`src/hdl/mcs_pkg.sv`:
```
// Shared types and constants for the markup comment-stripping line splitter.
package mcs_pkg;

  localparam int MAX_RES = 5;
  localparam int CNT_W   = $clog2(MAX_RES + 1);

  localparam logic [7:0] CH_LT     = 8'h3C;
  localparam logic [7:0] CH_BANG   = 8'h21;
  localparam logic [7:0] CH_DASH   = 8'h2D;
  localparam logic [7:0] CH_GT     = 8'h3E;
  localparam logic [7:0] CH_SLASH  = 8'h2F;
  localparam logic [7:0] CH_QUOTE  = 8'h22;
  localparam logic [7:0] CH_BSLASH = 8'h5C;
  localparam logic [7:0] CH_TAB    = 8'h09;
  localparam logic [7:0] CH_NL     = 8'h0A;
  localparam logic [7:0] CH_SPACE  = 8'h20;

  typedef enum logic [1:0] {
    KIND_BYTE = 2'd0,
    KIND_EOL  = 2'd1,
    KIND_END  = 2'd2
  } mcs_kind_t;

  typedef struct packed {
    logic       in_string;
    logic       in_comment;
    logic [1:0] close_dashes;
    logic [1:0] open_match;
    logic       slash_pending;
    logic       line_comment;
    logic       escape_pending;
    logic       line_has_bytes;
  } mcs_state_t;

  typedef struct packed {
    mcs_kind_t  kind;
    logic [7:0] ch;
  } mcs_res_t;

  // results caused by one input beat, entry 0 first
  typedef struct packed {
    mcs_res_t [MAX_RES-1:0] ent;
    logic [CNT_W-1:0]       cnt;
  } mcs_list_t;

endpackage

```
`src/hdl/mcs_step.sv`:
```
// Per-byte scanner: next state and result list for one source byte.
module mcs_step (
  input  mcs_pkg::mcs_state_t state_i,
  input  logic [7:0]          ch_i,
  input  logic                eoi_i,
  output mcs_pkg::mcs_state_t state_o,
  output mcs_pkg::mcs_list_t  list_o
);
  import mcs_pkg::*;

  typedef struct packed {
    mcs_state_t st;
    mcs_list_t  lst;
  } work_t;

  function automatic work_t put(work_t w, mcs_kind_t k, logic [7:0] c);
    if (w.lst.cnt < CNT_W'(MAX_RES)) begin
      w.lst.ent[w.lst.cnt].kind = k;
      w.lst.ent[w.lst.cnt].ch   = (k == KIND_BYTE) ? c : 8'h00;
      w.lst.cnt = w.lst.cnt + CNT_W'(1);
    end
    return w;
  endfunction

  function automatic work_t emit(work_t w, logic [7:0] c);
    w = put(w, KIND_BYTE, c);
    w.st.line_has_bytes = 1'b1;
    return w;
  endfunction

  function automatic work_t end_line(work_t w);
    if (w.st.line_has_bytes) begin
      w = put(w, KIND_EOL, 8'h00);
      w.st.line_has_bytes = 1'b0;
      w.st.in_string = 1'b0;
    end
    return w;
  endfunction

  // held opener bytes go out as plain content
  function automatic work_t flush_open(work_t w);
    if (w.st.open_match >= 2'd1) w = emit(w, CH_LT);
    if (w.st.open_match >= 2'd2) w = emit(w, CH_BANG);
    if (w.st.open_match >= 2'd3) w = emit(w, CH_DASH);
    w.st.open_match = 2'd0;
    return w;
  endfunction

  function automatic work_t plain(work_t w, logic [7:0] c);
    unique case (c)
      CH_QUOTE: begin
        w.st.in_string = ~w.st.in_string;
        w = emit(w, c);
      end
      CH_SPACE, CH_TAB: begin
      end
      CH_NL: w = end_line(w);
      CH_SLASH: begin
        if (w.st.in_string) w = emit(w, c);
        else w.st.slash_pending = 1'b1;
      end
      CH_LT: begin
        if (w.st.in_string) w = emit(w, c);
        else w.st.open_match = 2'd1;
      end
      CH_BSLASH: begin
        w = emit(w, c);
        if (w.st.in_string) w.st.escape_pending = 1'b1;
      end
      default: w = emit(w, c);
    endcase
    return w;
  endfunction

  work_t      w;
  logic [7:0] want;

  always_comb begin
    w.st  = state_i;
    w.lst = '0;
    want  = (state_i.open_match == 2'd1) ? CH_BANG : CH_DASH;
    priority if (eoi_i) begin
      if (w.st.slash_pending) w = emit(w, CH_SLASH);
      w.st.slash_pending = 1'b0;
      w = flush_open(w);
      w = end_line(w);
      w = put(w, KIND_END, 8'h00);
      w.st = '0;
    end else if (w.st.in_comment) begin
      priority if (ch_i == CH_NL) begin
        w.st.close_dashes = 2'd0;
        w = end_line(w);
      end else if (ch_i == CH_DASH) begin
        // a third dash counts as a fresh first dash
        w.st.close_dashes = (w.st.close_dashes == 2'd1) ? 2'd2 : 2'd1;
      end else if (ch_i == CH_GT && w.st.close_dashes == 2'd2) begin
        w.st.in_comment   = 1'b0;
        w.st.close_dashes = 2'd0;
      end else begin
        w.st.close_dashes = 2'd0;
      end
    end else if (w.st.line_comment) begin
      if (ch_i == CH_NL) begin
        w.st.line_comment = 1'b0;
        w = end_line(w);
      end
    end else if (w.st.escape_pending) begin
      w.st.escape_pending = 1'b0;
      w = emit(w, ch_i);
    end else if (w.st.slash_pending) begin
      w.st.slash_pending = 1'b0;
      if (ch_i == CH_SLASH) begin
        w.st.line_comment = 1'b1;
      end else begin
        w = emit(w, CH_SLASH);
        w = emit(w, ch_i);
      end
    end else if (w.st.open_match != 2'd0) begin
      if (ch_i == want) begin
        if (w.st.open_match == 2'd3) begin
          // opener dashes already count toward the close
          w.st.open_match   = 2'd0;
          w.st.in_comment   = 1'b1;
          w.st.close_dashes = 2'd2;
        end else begin
          w.st.open_match = w.st.open_match + 2'd1;
        end
      end else begin
        w = flush_open(w);
        w = plain(w, ch_i);
      end
    end else begin
      w = plain(w, ch_i);
    end
  end

  assign state_o = w.st;
  assign list_o  = w.lst;

endmodule

```
`src/hdl/mcs_drain.sv`:
```
// Result register: holds one beat's result list and hands it out one entry per beat.
module mcs_drain (
  input  logic                clk,
  input  logic                rst_n,
  input  logic                load_i,
  input  mcs_pkg::mcs_list_t  list_i,
  output logic                can_load_o,
  output logic                out_valid,
  input  logic                out_ready,
  output logic [1:0]          out_kind,
  output logic [7:0]          out_ch,
  output logic                out_last
);
  import mcs_pkg::*;

  mcs_res_t [MAX_RES-1:0] ent_r;
  logic [CNT_W-1:0]       cnt_r, cnt_nxt;
  logic [CNT_W-1:0]       idx_r, idx_nxt;
  logic                   at_last;

  assign at_last    = (idx_r == CNT_W'(cnt_r - CNT_W'(1)));
  assign out_valid  = (cnt_r != '0);
  assign can_load_o = !out_valid || (out_ready && at_last);
  assign out_kind   = ent_r[idx_r].kind;
  assign out_ch     = ent_r[idx_r].ch;
  assign out_last   = at_last;

  always_comb begin
    cnt_nxt = cnt_r;
    idx_nxt = idx_r;
    if (load_i) begin
      cnt_nxt = list_i.cnt;
      idx_nxt = '0;
    end else if (out_valid && out_ready) begin
      if (at_last) begin
        cnt_nxt = '0;
        idx_nxt = '0;
      end else begin
        idx_nxt = idx_r + CNT_W'(1);
      end
    end
  end

  always_ff @(posedge clk) begin
    if (!rst_n) begin
      cnt_r <= '0;
      idx_r <= '0;
    end else begin
      cnt_r <= cnt_nxt;
      idx_r <= idx_nxt;
    end
  end

  always_ff @(posedge clk) begin
    if (load_i) ent_r <= list_i.ent;
  end

  a_cnt_range: assert property (@(posedge clk) disable iff (!rst_n)
    cnt_r <= CNT_W'(MAX_RES))
    else $error("result count out of range");

  a_idx_range: assert property (@(posedge clk) disable iff (!rst_n)
    out_valid |-> idx_r < cnt_r)
    else $error("result index past count");

  a_load_shows: assert property (@(posedge clk) disable iff (!rst_n)
    load_i && list_i.cnt != '0 |=> out_valid && idx_r == '0)
    else $error("loaded list not presented from first entry");

  a_no_early_load: assert property (@(posedge clk) disable iff (!rst_n)
    load_i |-> can_load_o)
    else $error("list loaded over undelivered results");

  a_keeps_going: assert property (@(posedge clk) disable iff (!rst_n)
    out_valid && out_ready && !out_last |=> out_valid)
    else $error("list dropped before last entry");

endmodule

```
`src/hdl/markup_comment_stripping_line_splitter_core.sv`:
```
// Top level of the markup comment-stripping line splitter.
//
//   port group   dir  handshake            payload
//   in_*         in   in_valid/in_ready    in_ch[7:0], in_end_of_input
//   out_*        out  out_valid/out_ready  out_kind[1:0], out_ch[7:0], out_last
//
// One byte per cycle with out_ready high while each byte yields at most one
// result. A byte that yields n results (up to five, e.g. a flush at end of
// input) holds the result register for n beats; the input register keeps taking
// one more byte meanwhile. Bytes pass the input and result registers in turn.
// Reset clears the scanner state and both valid stages; no clearing pass.
// out_ready low stalls the result register, then the input register.
module markup_comment_stripping_line_splitter_core (
  input  logic       clk,
  input  logic       rst_n,
  input  logic       in_valid,
  output logic       in_ready,
  input  logic [7:0] in_ch,
  input  logic       in_end_of_input,
  output logic       out_valid,
  input  logic       out_ready,
  output logic [1:0] out_kind,
  output logic [7:0] out_ch,
  output logic       out_last
);
  import mcs_pkg::*;

  logic       s1_valid_r;
  logic [7:0] s1_ch_r;
  logic       s1_eoi_r;
  logic       s1_adv;
  logic       can_load;

  mcs_state_t state_r, state_nxt;
  mcs_list_t  list;

  assign s1_adv   = s1_valid_r && can_load;
  assign in_ready = !s1_valid_r || can_load;

  always_ff @(posedge clk) begin
    if (!rst_n) begin
      s1_valid_r <= 1'b0;
      state_r    <= '0;
    end else begin
      if (in_ready) s1_valid_r <= in_valid;
      if (s1_adv) state_r <= state_nxt;
    end
  end

  always_ff @(posedge clk) begin
    if (in_ready && in_valid) begin
      s1_ch_r  <= in_ch;
      s1_eoi_r <= in_end_of_input;
    end
  end

  mcs_step u_step (
    .state_i (state_r),
    .ch_i    (s1_ch_r),
    .eoi_i   (s1_eoi_r),
    .state_o (state_nxt),
    .list_o  (list)
  );

  mcs_drain u_drain (
    .clk        (clk),
    .rst_n      (rst_n),
    .load_i     (s1_adv),
    .list_i     (list),
    .can_load_o (can_load),
    .out_valid  (out_valid),
    .out_ready  (out_ready),
    .out_kind   (out_kind),
    .out_ch     (out_ch),
    .out_last   (out_last)
  );

endmodule
```
`config.mk`:
```
export PLATFORM = sky130hd
export DESIGN_NAME = markup_comment_stripping_line_splitter_core
export DESIGN_NICKNAME = d
export VERILOG_FILES = /design/src/hdl/mcs_pkg.sv /design/src/hdl/mcs_step.sv /design/src/hdl/mcs_drain.sv /design/src/hdl/markup_comment_stripping_line_splitter_core.sv
export SDC_FILE = /design/constraint.sdc
export NUM_CORES = 1
export LEC_CHECK = 0
export BUFFER_PORTS_ARGS = -buffer_cell sky130_fd_sc_hd__buf_2
export CAP_MARGIN = 20
export CORE_AREA = 4 4 129 131
export CTS_BUF_LIST = sky130_fd_sc_hd__clkbuf_4 sky130_fd_sc_hd__clkbuf_8 sky130_fd_sc_hd__clkbuf_16
export DETAILED_ROUTE_END_ITERATION = 10
export DIE_AREA = 0 0 133 135
export SETUP_SLACK_MARGIN = 0.5
export SYNTH_ARGS = -nofsm -noshare
export SYNTH_HDL_FRONTEND = slang
export SYNTH_SLANG_ARGS = --single-unit
```
`constraint.sdc`:
```
create_clock -name clk -period 4.6 [get_ports clk]
set_clock_uncertainty 0.15 [all_clocks]
set_input_delay 0.92 -clock clk [delete_from_list [all_inputs] [get_ports clk]]
set_output_delay 0.92 -clock clk [all_outputs]
set_load 0.1 [all_outputs]
```
==> metrics.md, run 1 <==
| Metric | Value |
|---|---|
| Outcome | `complete, no violations` |
| TritonCTS clock tree | `built` |
| Initial DRC count | `533` |
| Tcrit/Tclk final | `0.846` |
| Post-Syn Area per Cell | `approximately 9.1 sq um` |
| Multi-input gate area | `3120 sq um` |
| Antenna diode count | `0` |
| Die height | `about 140 um` |
| Flop pwr share | `0.460` |
| Mapped Cells | `591` |
| Initial Util | `0.344` |
| Clock network power share | `0.416` |
| Sw power | `between 0.0004 and 0.0005 W` |
| Max-cap violations | `0` |
| Sw frac | `0.283` |
| Worst setup EP type | `flop` |
| Vias per std cell | `5.84` |
| Pint | `0.00124 W` |
| Worst Max-Slew Pin Slew | `between 1 and 1.5 ns` |
| Skew-Pair Late Insertion Delay | `0.35 ns` |
| Number of buffers created by CTS | `9` |
| Number of synthesized register bits | `76` |
| CP bufs+invs | `5` |
| CTS Hold Bufs | `0` |
| Post-synth EDFFs | `59` |
| IO buf count | `25` |
| Max FO, Critical Path | `13` |
| Crit Path Class | `flop to flop` |
| Fmax achieved | `257 MHz` |
| Delay-heaviest family, CP | `compound AO/OA/AOI/OAI gates` |
| Row Count | `46` |
| GRT Util Overall | `0.189` |
| Clk root buf | `clkbuf_16` |
| Layout area overhead | `14.7%` |
| Final Hold Fails | `0` |
| Drc violations | `0` |
| Max incr delay on CP | `0.40 ns` |
| CP required | `4.55 ns` |
| Mapped Area | `5370 sq um` |
| First-pass GRT wire length | `26.3 mm` |
| RSZ-0062 raised after global routing | `false` |
| CTS clk-pin slew, worst paths | `0.07 ns` |
| Max-slew violations | `0` |
| Final Cell Area | `6160 sq um` |
| Routed Antenna Nets | `0` |
| Reg area | `2120 sq um` |
| DR pass1 iterations | `5` |
| Fill cell count | `approximately 1600` |
| Combinational Power Share | `0.124` |
| Routed len/inst | `20.6 um` |
| Ys async rst share | `0` |
| CTS max path bufs | `2` |
| Sequential fraction of the synthesis area | `0.393` |
| Critical path's slowest cell | `dfxtp_4` |
| Post-DP HPWL | `13.0 mm` |
| Leakage | `2.16 nW` |
| Die Area | `18000 sq um` |
| Fraction of layout cells with a size suffix above 1 | `0.168` |
| Arrival @ worst endpoint | `~3.9 ns` |
| Dpl cell area | `5770 sq um` |
| Util after Layout | `0.395` |
| Clk sinks | `76` |
| H-tree Lvls | `3` |
| Rel. slew slack | `0.328` |
| Vias in the first global route | `4653` |
| Peak supply drop | `between 0.00015 and 0.0002 V` |
| GR Overflow Total | `0` |
| Routed WL | `17.2 mm` |
| Predominant post-synthesis flop cell | `edfxtp_1` |
| Distinct cells, synth | `87` |
| Initial antenna violation count | `0` |
| Largest net degree at the start of global routing | `45` |
| Setup violations, final | `0` |
| Power Density | `280 nW/um^2` |
| Tmin final | `3.89 ns` |
| Fin nets | `647` |
| IO Pins | `26` |
| Final Power | `0.00173 W` |
| Die width | `133 um` |
| CP Launch Type | `flop` |
| Synth warn | `0` |
| Core ar. | `around 16000 sq um` |
| Cell Chain, Critical Path | `inv_2 > ha_2 > buf_4 > inv_1 > ha_1 > o21ai_4 > inv_1 > ha_1 > nand2_1 > a221o_1 > inv_2 > ha_4 > nand2_1 > o22ai_4 > o311ai_4 > o32ai_2 > a31o_1` |
| Vias | `just under 5000` |
| RD Place Congestion | `around 0.98` |
| Hold WC Path Type | `flop to flop` |
| Setup TNS | `0 ns` |
## layer usage
layer / up-vias / routed length [um] / track usage
li1: 2279 / - / -
met1: 2340 / 7610 / 0.257
met2: 222 / 7970 / 0.302
met3: 32 / 1140 / 0.0309
met4: 0 / 448 / 0.0756
met5: - / 0 / 0
## synthesized netlist by cell type (3+ instances only)
cell	number	share of area
nor2_1	68	0.048
edfxtp_1	59	0.33
a21oi_1	54	0.050
nand2_1	40	0.028
clkbuf_1	25	0.017
inv_1	25	0.017
mux2i_1	24	0.045
ha_1	20	0.047
nor3_1	19	0.018
o21ai_0	19	0.018
dfxtp_1	17	0.063
o22ai_1	16	0.019
nand2b_1	11	0.013
o21ai_1	11	0.010
nand3_1	10	0.0093
nand4_1	8	0.0093
a211oi_1	6	0.0084
a41oi_1	6	0.0098
and3_1	6	0.0070
o211ai_1	6	0.0084
o31ai_1	6	0.0084
or3_1	6	0.0070
a32o_1	5	0.0093
nand4b_1	5	0.0082
nor2b_1	5	0.0058
xnor2_1	5	0.0082
a22oi_1	4	0.0056
and2_1	4	0.0047
buf_1	4	0.0028
buf_2	4	0.0037
a211o_1	3	0.0049
a2bb2oi_1	3	0.0049
a31o_1	3	0.0049
nand3b_1	3	0.0042
nor3_2	3	0.0056
nor3b_1	3	0.0042
or2_2	3	0.0035
or3b_1	3	0.0049
## cell families (layout without fill, tap and decap cells)
group / after synthesis / after routing / share of synthesized area
and+or+nand+nor: 213 / 213 / 0.205
AOI/OAI and AO/OA: 187 / 187 / 0.249
other: 1 / 4 / 0.000698
adders and majority gates: 21 / 21 / 0.0503
xor gates and xnor gates: 5 / 5 / 0.00815
DFF: 76 / 76 / 0.393
buffers and inverters: 64 / 88 / 0.0484
muxes: 24 / 24 / 0.0447
## stage by stage
| stage | hold slack (ns) | instances | worst slack, ns |
|---|---|---|---|
| finish | 0.319 | 834 | 0.706 |
| global route | 0.359 | 834 | 0.493 |
| CTS | 0.324 | 830 | 0.571 |
| detailed placement | 0.315 | 814 | 0.210 |
| global placement | 0.299 | 813 | 0.378 |
| floorplan | 0.290 | 594 | 0.492 |
## path summary, 6_finish.rpt
kind	startpoint	endpoint	slack, ns	depth (start not counted)
worst min register to register	state_r[7]$_SDFFE_PN0P_	state_r[7]$_SDFFE_PN0P_	0.32	2
worst max register to register	state_r[5]$_SDFFE_PN0P_	u_drain.ent_r[12]$_DFFE_PP_	0.71	17
worst min-delay path	state_r[7]$_SDFFE_PN0P_	state_r[7]$_SDFFE_PN0P_	0.32	2
worst max-delay path	state_r[5]$_SDFFE_PN0P_	u_drain.ent_r[12]$_DFFE_PP_	0.71	17
## layout make-up
class,count,area share
inverter,29,0.0181
multi-input combinational,454,0.505
clock inverter,7,0.0106
sequential,76,0.344
tap,216,0.0438
timing repair buffer,43,0.0418
clock buffer,9,0.0365
## registers in the layout (all words and copies together), names as in the netlist
register	flops
u_drain.idx_r	3
state_r	10
s1_ch_r	8
u_drain.cnt_r	3
u_drain.ent_r	50
s1_eoi_r	1
s1_valid_r	1
## cell usage in the layout, fill, tap and decap left out, drive strengths merged, types with 5 or more instances in the layout
cell	synthesis	layout
buf	10	43
or3b	6	6
nor2	69	69
nor2b	5	5
edfxtp	59	59
mux2i	24	24
a41oi	6	6
a2111oi	5	5
clkinv	2	5
o22ai	17	17
or3	6	6
nand3	10	10
nand2	40	40
clkbuf	25	9
and3	6	6
a211oi	7	7
xnor2	5	5
a21oi	56	56
dfxtp	17	17
nand4	8	8
nand2b	11	11
o211ai	6	6
or2	5	5
a32o	5	5
nor3	22	22
ha	20	20
o31ai	8	8
nand4b	5	5
inv	27	29
o21ai	31	31
## worst register-to-register path: stages, from the launching register on
cell	delay, ns
dfxtp_4	0.40
inv_2	0.11
ha_2	0.23
buf_4	0.19
inv_1	0.07
ha_1	0.23
o21ai_4	0.22
inv_1	0.08
ha_1	0.31
nand2_1	0.06
a221o_1	0.34
inv_2	0.11
ha_4	0.20
nand2_1	0.12
o22ai_4	0.13
o311ai_4	0.35
o32ai_2	0.15
a31o_1	0.21
## power by group through the flow
stage	Sequential, W	Clock (W)	Combinational, W
floorplan	0.000792	0	0.000173
global placement	0.000808	0	0.000209
detailed placement	0.000808	0	0.000211
CTS	0.000793	0.000725	0.000213
global route	0.000796	0.000757	0.000227
finish	0.000794	0.000718	0.000214
## timing repair
item | CTS | global route
resized for setup | 6 | 9
setup endpoints to repair | 19 | 21
pin swaps | 0 | 5
setup buffers | 0 | 4
No activity file was read; power rests on OpenSTA's default activity.
==> run 2, diff against run 1 <==
- clock period: 4.6 -> 3.92 ns (I/O delays scaled with it)
==> metrics.md, run 2 (same netlist as run 1, synthesis figures left out) <==
| Metric | Value |
|---|---|
| Routed WL | `around 17 mm` |
| Layout area overhead | `23.0%` |
| WHS | `0.316 ns` |
| Dpl cell area | `5990 sq um` |
| Arrival @ worst endpoint | `3.49 ns` |
| Worst reg2reg endpoint | `u_drain.ent_r[13]$_DFFE_PP_` |
| Final Cell Area | `~6600 sq um` |
| Util after Layout | `0.424` |
| H-tree Lvls | `3` |
| Tcrit/Tclk final | `0.902` |
| Initial antenna violation count | `0` |
| Leakage | `2.34 nW` |
| Worst Max-Slew Pin Slew | `0.900 ns` |
| RSZ-0062 raised after global routing | `true` |
| Largest net degree at the start of global routing | `58` |
| Outcome | `complete, no violations` |
| Worst R2R Setup Slack | `0.38 ns` |
| Die width | `133 um` |
| CTS clk-pin slew, worst paths | `0.06 ns` |
| Drc violations | `0` |
| Clk sinks | `76` |
| Setup TNS | `0 ns` |
| Vias per std cell | `a little under 6` |
| Clk root buf | `clkbuf_16` |
| Max FFs per register | `50` |
| Row Count | `46` |
| Worst Hold End | `state_r[6]$_SDFFE_PN0P_` |
| Crit Path Class | `flop to flop` |
| Skew-Pair Late Insertion Delay | `0.35 ns` |
| IO Pins | `26` |
| Die height | `135 um` |
| Reg-to-Reg Start | `state_r[4]$_SDFFE_PN0P_` |
| Tmin final | `between 3 and 4 ns` |
| Worst setup EP type | `flop` |
| Power Density | `323 nW/um^2` |
| Die Area | `18000 sq um` |
| CP Launch Type | `flop` |
| Peak supply drop | `0.000204 V` |
| RD Place Congestion | `0.996` |
| Final Power | `0.00213 W` |
| Antenna diode count | `0` |
| CP required | `3.87 ns` |
| Most common cell after layout, fill and taps aside | `nor2_1` |
| Number of buffers created by CTS | `9` |
| Routed len/inst | `20.3 um` |
| Rel. slew slack | `0.400` |
| DR pass1 iterations | `5` |
| GRT Util Overall | `0.194` |
| WHS Path Cells | `2` |
| Initial DRC count | `436` |
| Vias in the first global route | `slightly below 5000` |
| Setup violations, final | `0` |
| Most frequent cells in the layout | `66 x nor2_1, 59 x edfxtp_1, 52 x a21oi_1` |
| FF-to-FF path depth | `15` |
| CTS max path bufs | `2` |
| Final Hold Fails | `0` |
| Vias | `4968` |
| GR Overflow Total | `0` |
| Top Registers | `u_drain.ent_r (50), state_r (10), s1_ch_r (8)` |
| Fraction of layout cells with a size suffix above 1 | `0.241` |
| Fin nets | `668` |
| Biggest register | `u_drain.ent_r` |
| Max-cap violations | `0` |
| Core ar. | `15600 sq um` |
| Max FO, Critical Path | `5` |
| Initial Util | `0.344` |
| Min-delay src | `state_r[6]$_SDFFE_PN0P_` |
| Fmax achieved | `about 280 MHz` |
| IO buf count | `25` |
| Routed Antenna Nets | `0` |
| TritonCTS clock tree | `built` |
| Hold WC Path Type | `flop to flop` |
| Max-slew violations | `0` |
| First-pass GRT wire length | `27.4 mm` |
| Post-DP HPWL | `12.8 mm` |
==> run 2: cell types whose count changed in the layout (fill, tap and decap cells not counted), moves of 3 or more <==
cell / previous run / this run
buf_4: 17 / 36
clkinv_2: 3 / 0
inv_2: 4 / 0
inv_4: 1 / 4
o22ai_1: 16 / 5
o22ai_2: 0 / 10
==> run 2: through the flow <==
stage | setup WS, ns | std cells
final | 0.383 | 855
after global routing | 0.261 | 855
after CTS | 0.442 | 849
after detailed placement | 0.167 | 825
after global placement | 0.248 | 824
after floorplan | 0.0217 | 594
==> run 2: timing repair <==
item,4_1_cts,5_1_grt
gates resized for setup,20,14
pin swaps,7,16
setup endpoints to repair,26,23
setup buffers,8,6
hold endpoints to repair,0,0
hold buffers,0,0
==> run 2: power breakdown <==
group,internal [W],switching [W],leakage (nW)
Combinational,0.0000704,0.000203,1.46
Sequential,0.000901,0.0000264,0.721
Clock,0.000572,0.000362,0.161
==> run 2: critical path: stages (launching register included) <==
cell      delay [ns]
dfxtp_4         0.36
inv_4           0.04
ha_4            0.14
or2_4           0.24
inv_4           0.06
fa_2            0.46
inv_4           0.07
ha_4            0.11
and4_1          0.19
and3_2          0.31
o21a_1          0.28
o22ai_4         0.12
buf_12          0.15
o311ai_4        0.24
o32ai_2         0.12
a31o_1          0.21
==> run 2: cell type report <==
cell class	count	area, sq um
clock inverters	6	95.1
fillers	1500	8990
clock buffers	10	233
inverters	29	131
multi-input cells	454	3320
well taps	216	270
flip-flops and latches	76	2120
repair buffers	64	433
==> run 2: routing by layer <==
layer,track usage,share of wire,vias to the layer above
met3,0.0313,0.060,32
li1,-,-,2328
met2,0.324,0.48,186
met4,0.0664,0.022,0
met1,0.257,0.44,2422
met5,0,0,-
==> run 2: worst max-delay path by stage <==
stage | from | to | slack, ns | depth (start not counted)
final | state_r[4]$_SDFFE_PN0P_ | u_drain.ent_r[13]$_DFFE_PP_ | 0.38 | 15
after detailed placement | state_r[4]$_SDFFE_PN0P_ | u_drain.ent_r[12]$_DFFE_PP_ | 0.17 | 16
after floorplan | state_r[4]$_SDFFE_PN0P_ | u_drain.ent_r[12]$_DFFE_PP_ | 0.02 | 20
after CTS | state_r[4]$_SDFFE_PN0P_ | u_drain.ent_r[12]$_DFFE_PP_ | 0.44 | 16
after global placement | state_r[4]$_SDFFE_PN0P_ | u_drain.ent_r[13]$_DFFE_PP_ | 0.25 | 16
after global routing | state_r[4]$_SDFFE_PN0P_ | u_drain.ent_r[13]$_DFFE_PP_ | 0.26 | 16
==> run 3, diff against run 2 <==
- CORE_AREA: 4 4 129 131 -> 4 4 104 106
- DIE_AREA: 0 0 133 135 -> 0 0 108 110
- PLACE_DENSITY: default -> 0.72
==> metrics.md, run 3 (same netlist as run 1, synthesis figures left out) <==
| Metric | Value |
|---|---|
| Outcome | `complete, no violations` |
| Util after Layout | `0.666` |
| Arrival @ worst endpoint | `3.49 ns` |
| Final Cell Area | `6510 sq um` |
| Antenna diode count | `0` |
| Hold WC Path Type | `flop to flop` |
| Vias per std cell | `6.48` |
| Initial DRC count | `480` |
| Fraction of layout cells with a size suffix above 1 | `0.261` |
| Power Density | `285 nW/um^2` |
| Post-DP HPWL | `~12 mm` |
| Routed len/inst | `22.3 um` |
| Worst Hold End | `state_r[7]$_SDFFE_PN0P_` |
| Dpl cell area | `roughly 5900 sq um` |
| WHS | `0.328 ns` |
| Die Area | `11900 sq um` |
| Top Registers | `u_drain.ent_r (50), state_r (10), s1_ch_r (8)` |
| Crit Path Class | `flop to flop` |
| Leakage | `2.31 nW` |
| Initial antenna violation count | `0` |
| Worst reg2reg endpoint | `u_drain.ent_r[25]$_DFFE_PP_` |
| Vias in the first global route | `4774` |
| Most frequent cells in the layout | `64 x nor2_1, 59 x edfxtp_1, 51 x a21oi_1` |
| Layout area overhead | `21.2%` |
| Routed WL | `17.3 mm` |
| TritonCTS clock tree | `built` |
| Biggest register | `u_drain.ent_r` |
| Most common cell after layout, fill and taps aside | `nor2_1` |
| Rel. slew slack | `0.418` |
| Worst R2R Setup Slack | `about 0.37 ns` |
| Tcrit/Tclk final | `0.906` |
| Setup TNS | `0 ns` |
| CP required | `3.86 ns` |
| IO Pins | `26` |
| Drc violations | `0` |
| CTS clk-pin slew, worst paths | `0.10 ns` |
| GR Overflow Total | `0` |
| Combinational Power Share | `0.145` |
| Core ar. | `~9800 sq um` |
| Setup violations, final | `0` |
| Fmax achieved | `around 280 MHz` |
| DR pass1 iterations | `6` |
| Die height | `110 um` |
| Pint | `0.00129 W` |
| Sw power | `0.000567 W` |
| Placed cell count | `between 700 and 800` |
| Die width | `approximately 110 um` |
| Initial Util | `0.550` |
| FF-to-FF path depth | `17` |
| Largest net degree at the start of global routing | `58` |
| H-tree Lvls | `3` |
| RD Place Congestion | `0.998` |
| Worst Max-Slew Pin Slew | `0.867 ns` |
| GRT Util Overall | `0.300` |
| Clk sinks | `between 70 and 80` |
| Critical path's slowest cell | `fa_2` |
| RSZ-0062 raised after global routing | `true` |
| Final Hold Fails | `0` |
| Max incr delay on CP | `0.46 ns` |
| Clk root buf | `clkbuf_8` |
| Fin nets | `672` |
| Vias | `approximately 5000` |
| CP Launch Type | `flop` |
| Worst setup EP type | `flop` |
| Number of buffers created by CTS | `9` |
| CTS max path bufs | `2` |
| Sw frac | `0.305` |
| Cell Chain, Critical Path | `inv_6 > ha_4 > or2_4 > inv_4 > fa_2 > inv_4 > ha_4 > a211oi_2 > a221o_1 > inv_4 > ha_4 > nand2_4 > o22ai_4 > nand3_2 > buf_6 > nand4b_1 > o21ai_1` |
| Row Count | `36` |
| Reg-to-Reg Start | `state_r[4]$_SDFFE_PN0P_` |
| Clock network power share | `0.354` |
| Flop pwr share | `0.501` |
| Routed Antenna Nets | `0` |
| Max FFs per register | `50` |
| IO buf count | `25` |
| WHS Path Cells | `2` |
| Min-delay src | `state_r[7]$_SDFFE_PN0P_` |
| Fin cells | `776` |
| Max FO, Critical Path | `5` |
| First-pass GRT wire length | `around 27 mm` |
| Max-cap violations | `0` |
| Peak supply drop | `0.000196 V` |
| Max-slew violations | `0` |
| Tmin final | `3.55 ns` |
| Skew-Pair Late Insertion Delay | `0.38 ns` |
-- run 3: how the worst max path moves through the flow --
stage,start,end,slack [ns],cells after the start
after floorplan,state_r[4]$_SDFFE_PN0P_,u_drain.ent_r[12]$_DFFE_PP_,0.02,20
after CTS,state_r[4]$_SDFFE_PN0P_,u_drain.ent_r[12]$_DFFE_PP_,0.39,16
after detailed placement,state_r[4]$_SDFFE_PN0P_,u_drain.ent_r[23]$_DFFE_PP_,0.06,16
after global routing,state_r[4]$_SDFFE_PN0P_,u_drain.ent_r[25]$_DFFE_PP_,0.24,17
after global placement,state_r[4]$_SDFFE_PN0P_,u_drain.ent_r[12]$_DFFE_PP_,0.21,16
final,state_r[4]$_SDFFE_PN0P_,u_drain.ent_r[25]$_DFFE_PP_,0.37,17
-- run 3: per-stage QoR --
step           setup WS, ns  total power [W]
6_report              0.368          0.00186
5_1_grt               0.238          0.00191
4_1_cts               0.391          0.00185
3_5_place_dp         0.0642          0.00120
3_3_place_gp          0.209          0.00120
2_1_floorplan        0.0217          0.00114
-- run 3: power groups by stage --
| stage | clock [W] | sequential, W | combinational (W) |
|---|---|---|---|
| 3_3_place_gp | 0 | 0.000946 | 0.000252 |
| 5_1_grt | 0.000689 | 0.000933 | 0.000287 |
| 4_1_cts | 0.000661 | 0.000929 | 0.000264 |
| 3_5_place_dp | 0 | 0.000948 | 0.000256 |
| 2_1_floorplan | 0 | 0.000929 | 0.000212 |
| 6_report | 0.000656 | 0.000929 | 0.000270 |
-- run 3: repair_timing --
item                                   4_1_cts  5_1_grt
setup endpoints to repair                   40       29
gates cloned                                 0        0
endpoints found under the hold margin        0        0
setup buffers                               13        8
hold buffers                                 0        0
resized for setup                           32       22
pin swaps                                    9       10
-- run 3: critical path, delay by kind of cell, from the launching register on --
kind	cells	cell delay (ns)
flops	1	0.38
simple gates	4	0.53
buf+inv	5	0.39
fa+ha+maj	4	1.07
compound gates	4	0.73
-- run 3: cell type report --
type / count / area [sq um]
sequential: 76 / 2120
tap: 133 / 166
multi-input combinational: 454 / 3390
fill: 815 / 3260
clock buffer: 10 / 138
timing repair buffer: 68 / 493
clock inverter: 6 / 72.6
inverter: 29 / 134
-- run 3: metal layers --
metal / global-route usage / vias to the layer above / part of all wire
met5: 0 / - / 0
met4: 0.0947 / 0 / 0.032
met3: 0.0414 / 50 / 0.069
met2: 0.496 / 228 / 0.47
met1: 0.410 / 2420 / 0.43
li1: - / 2332 / -
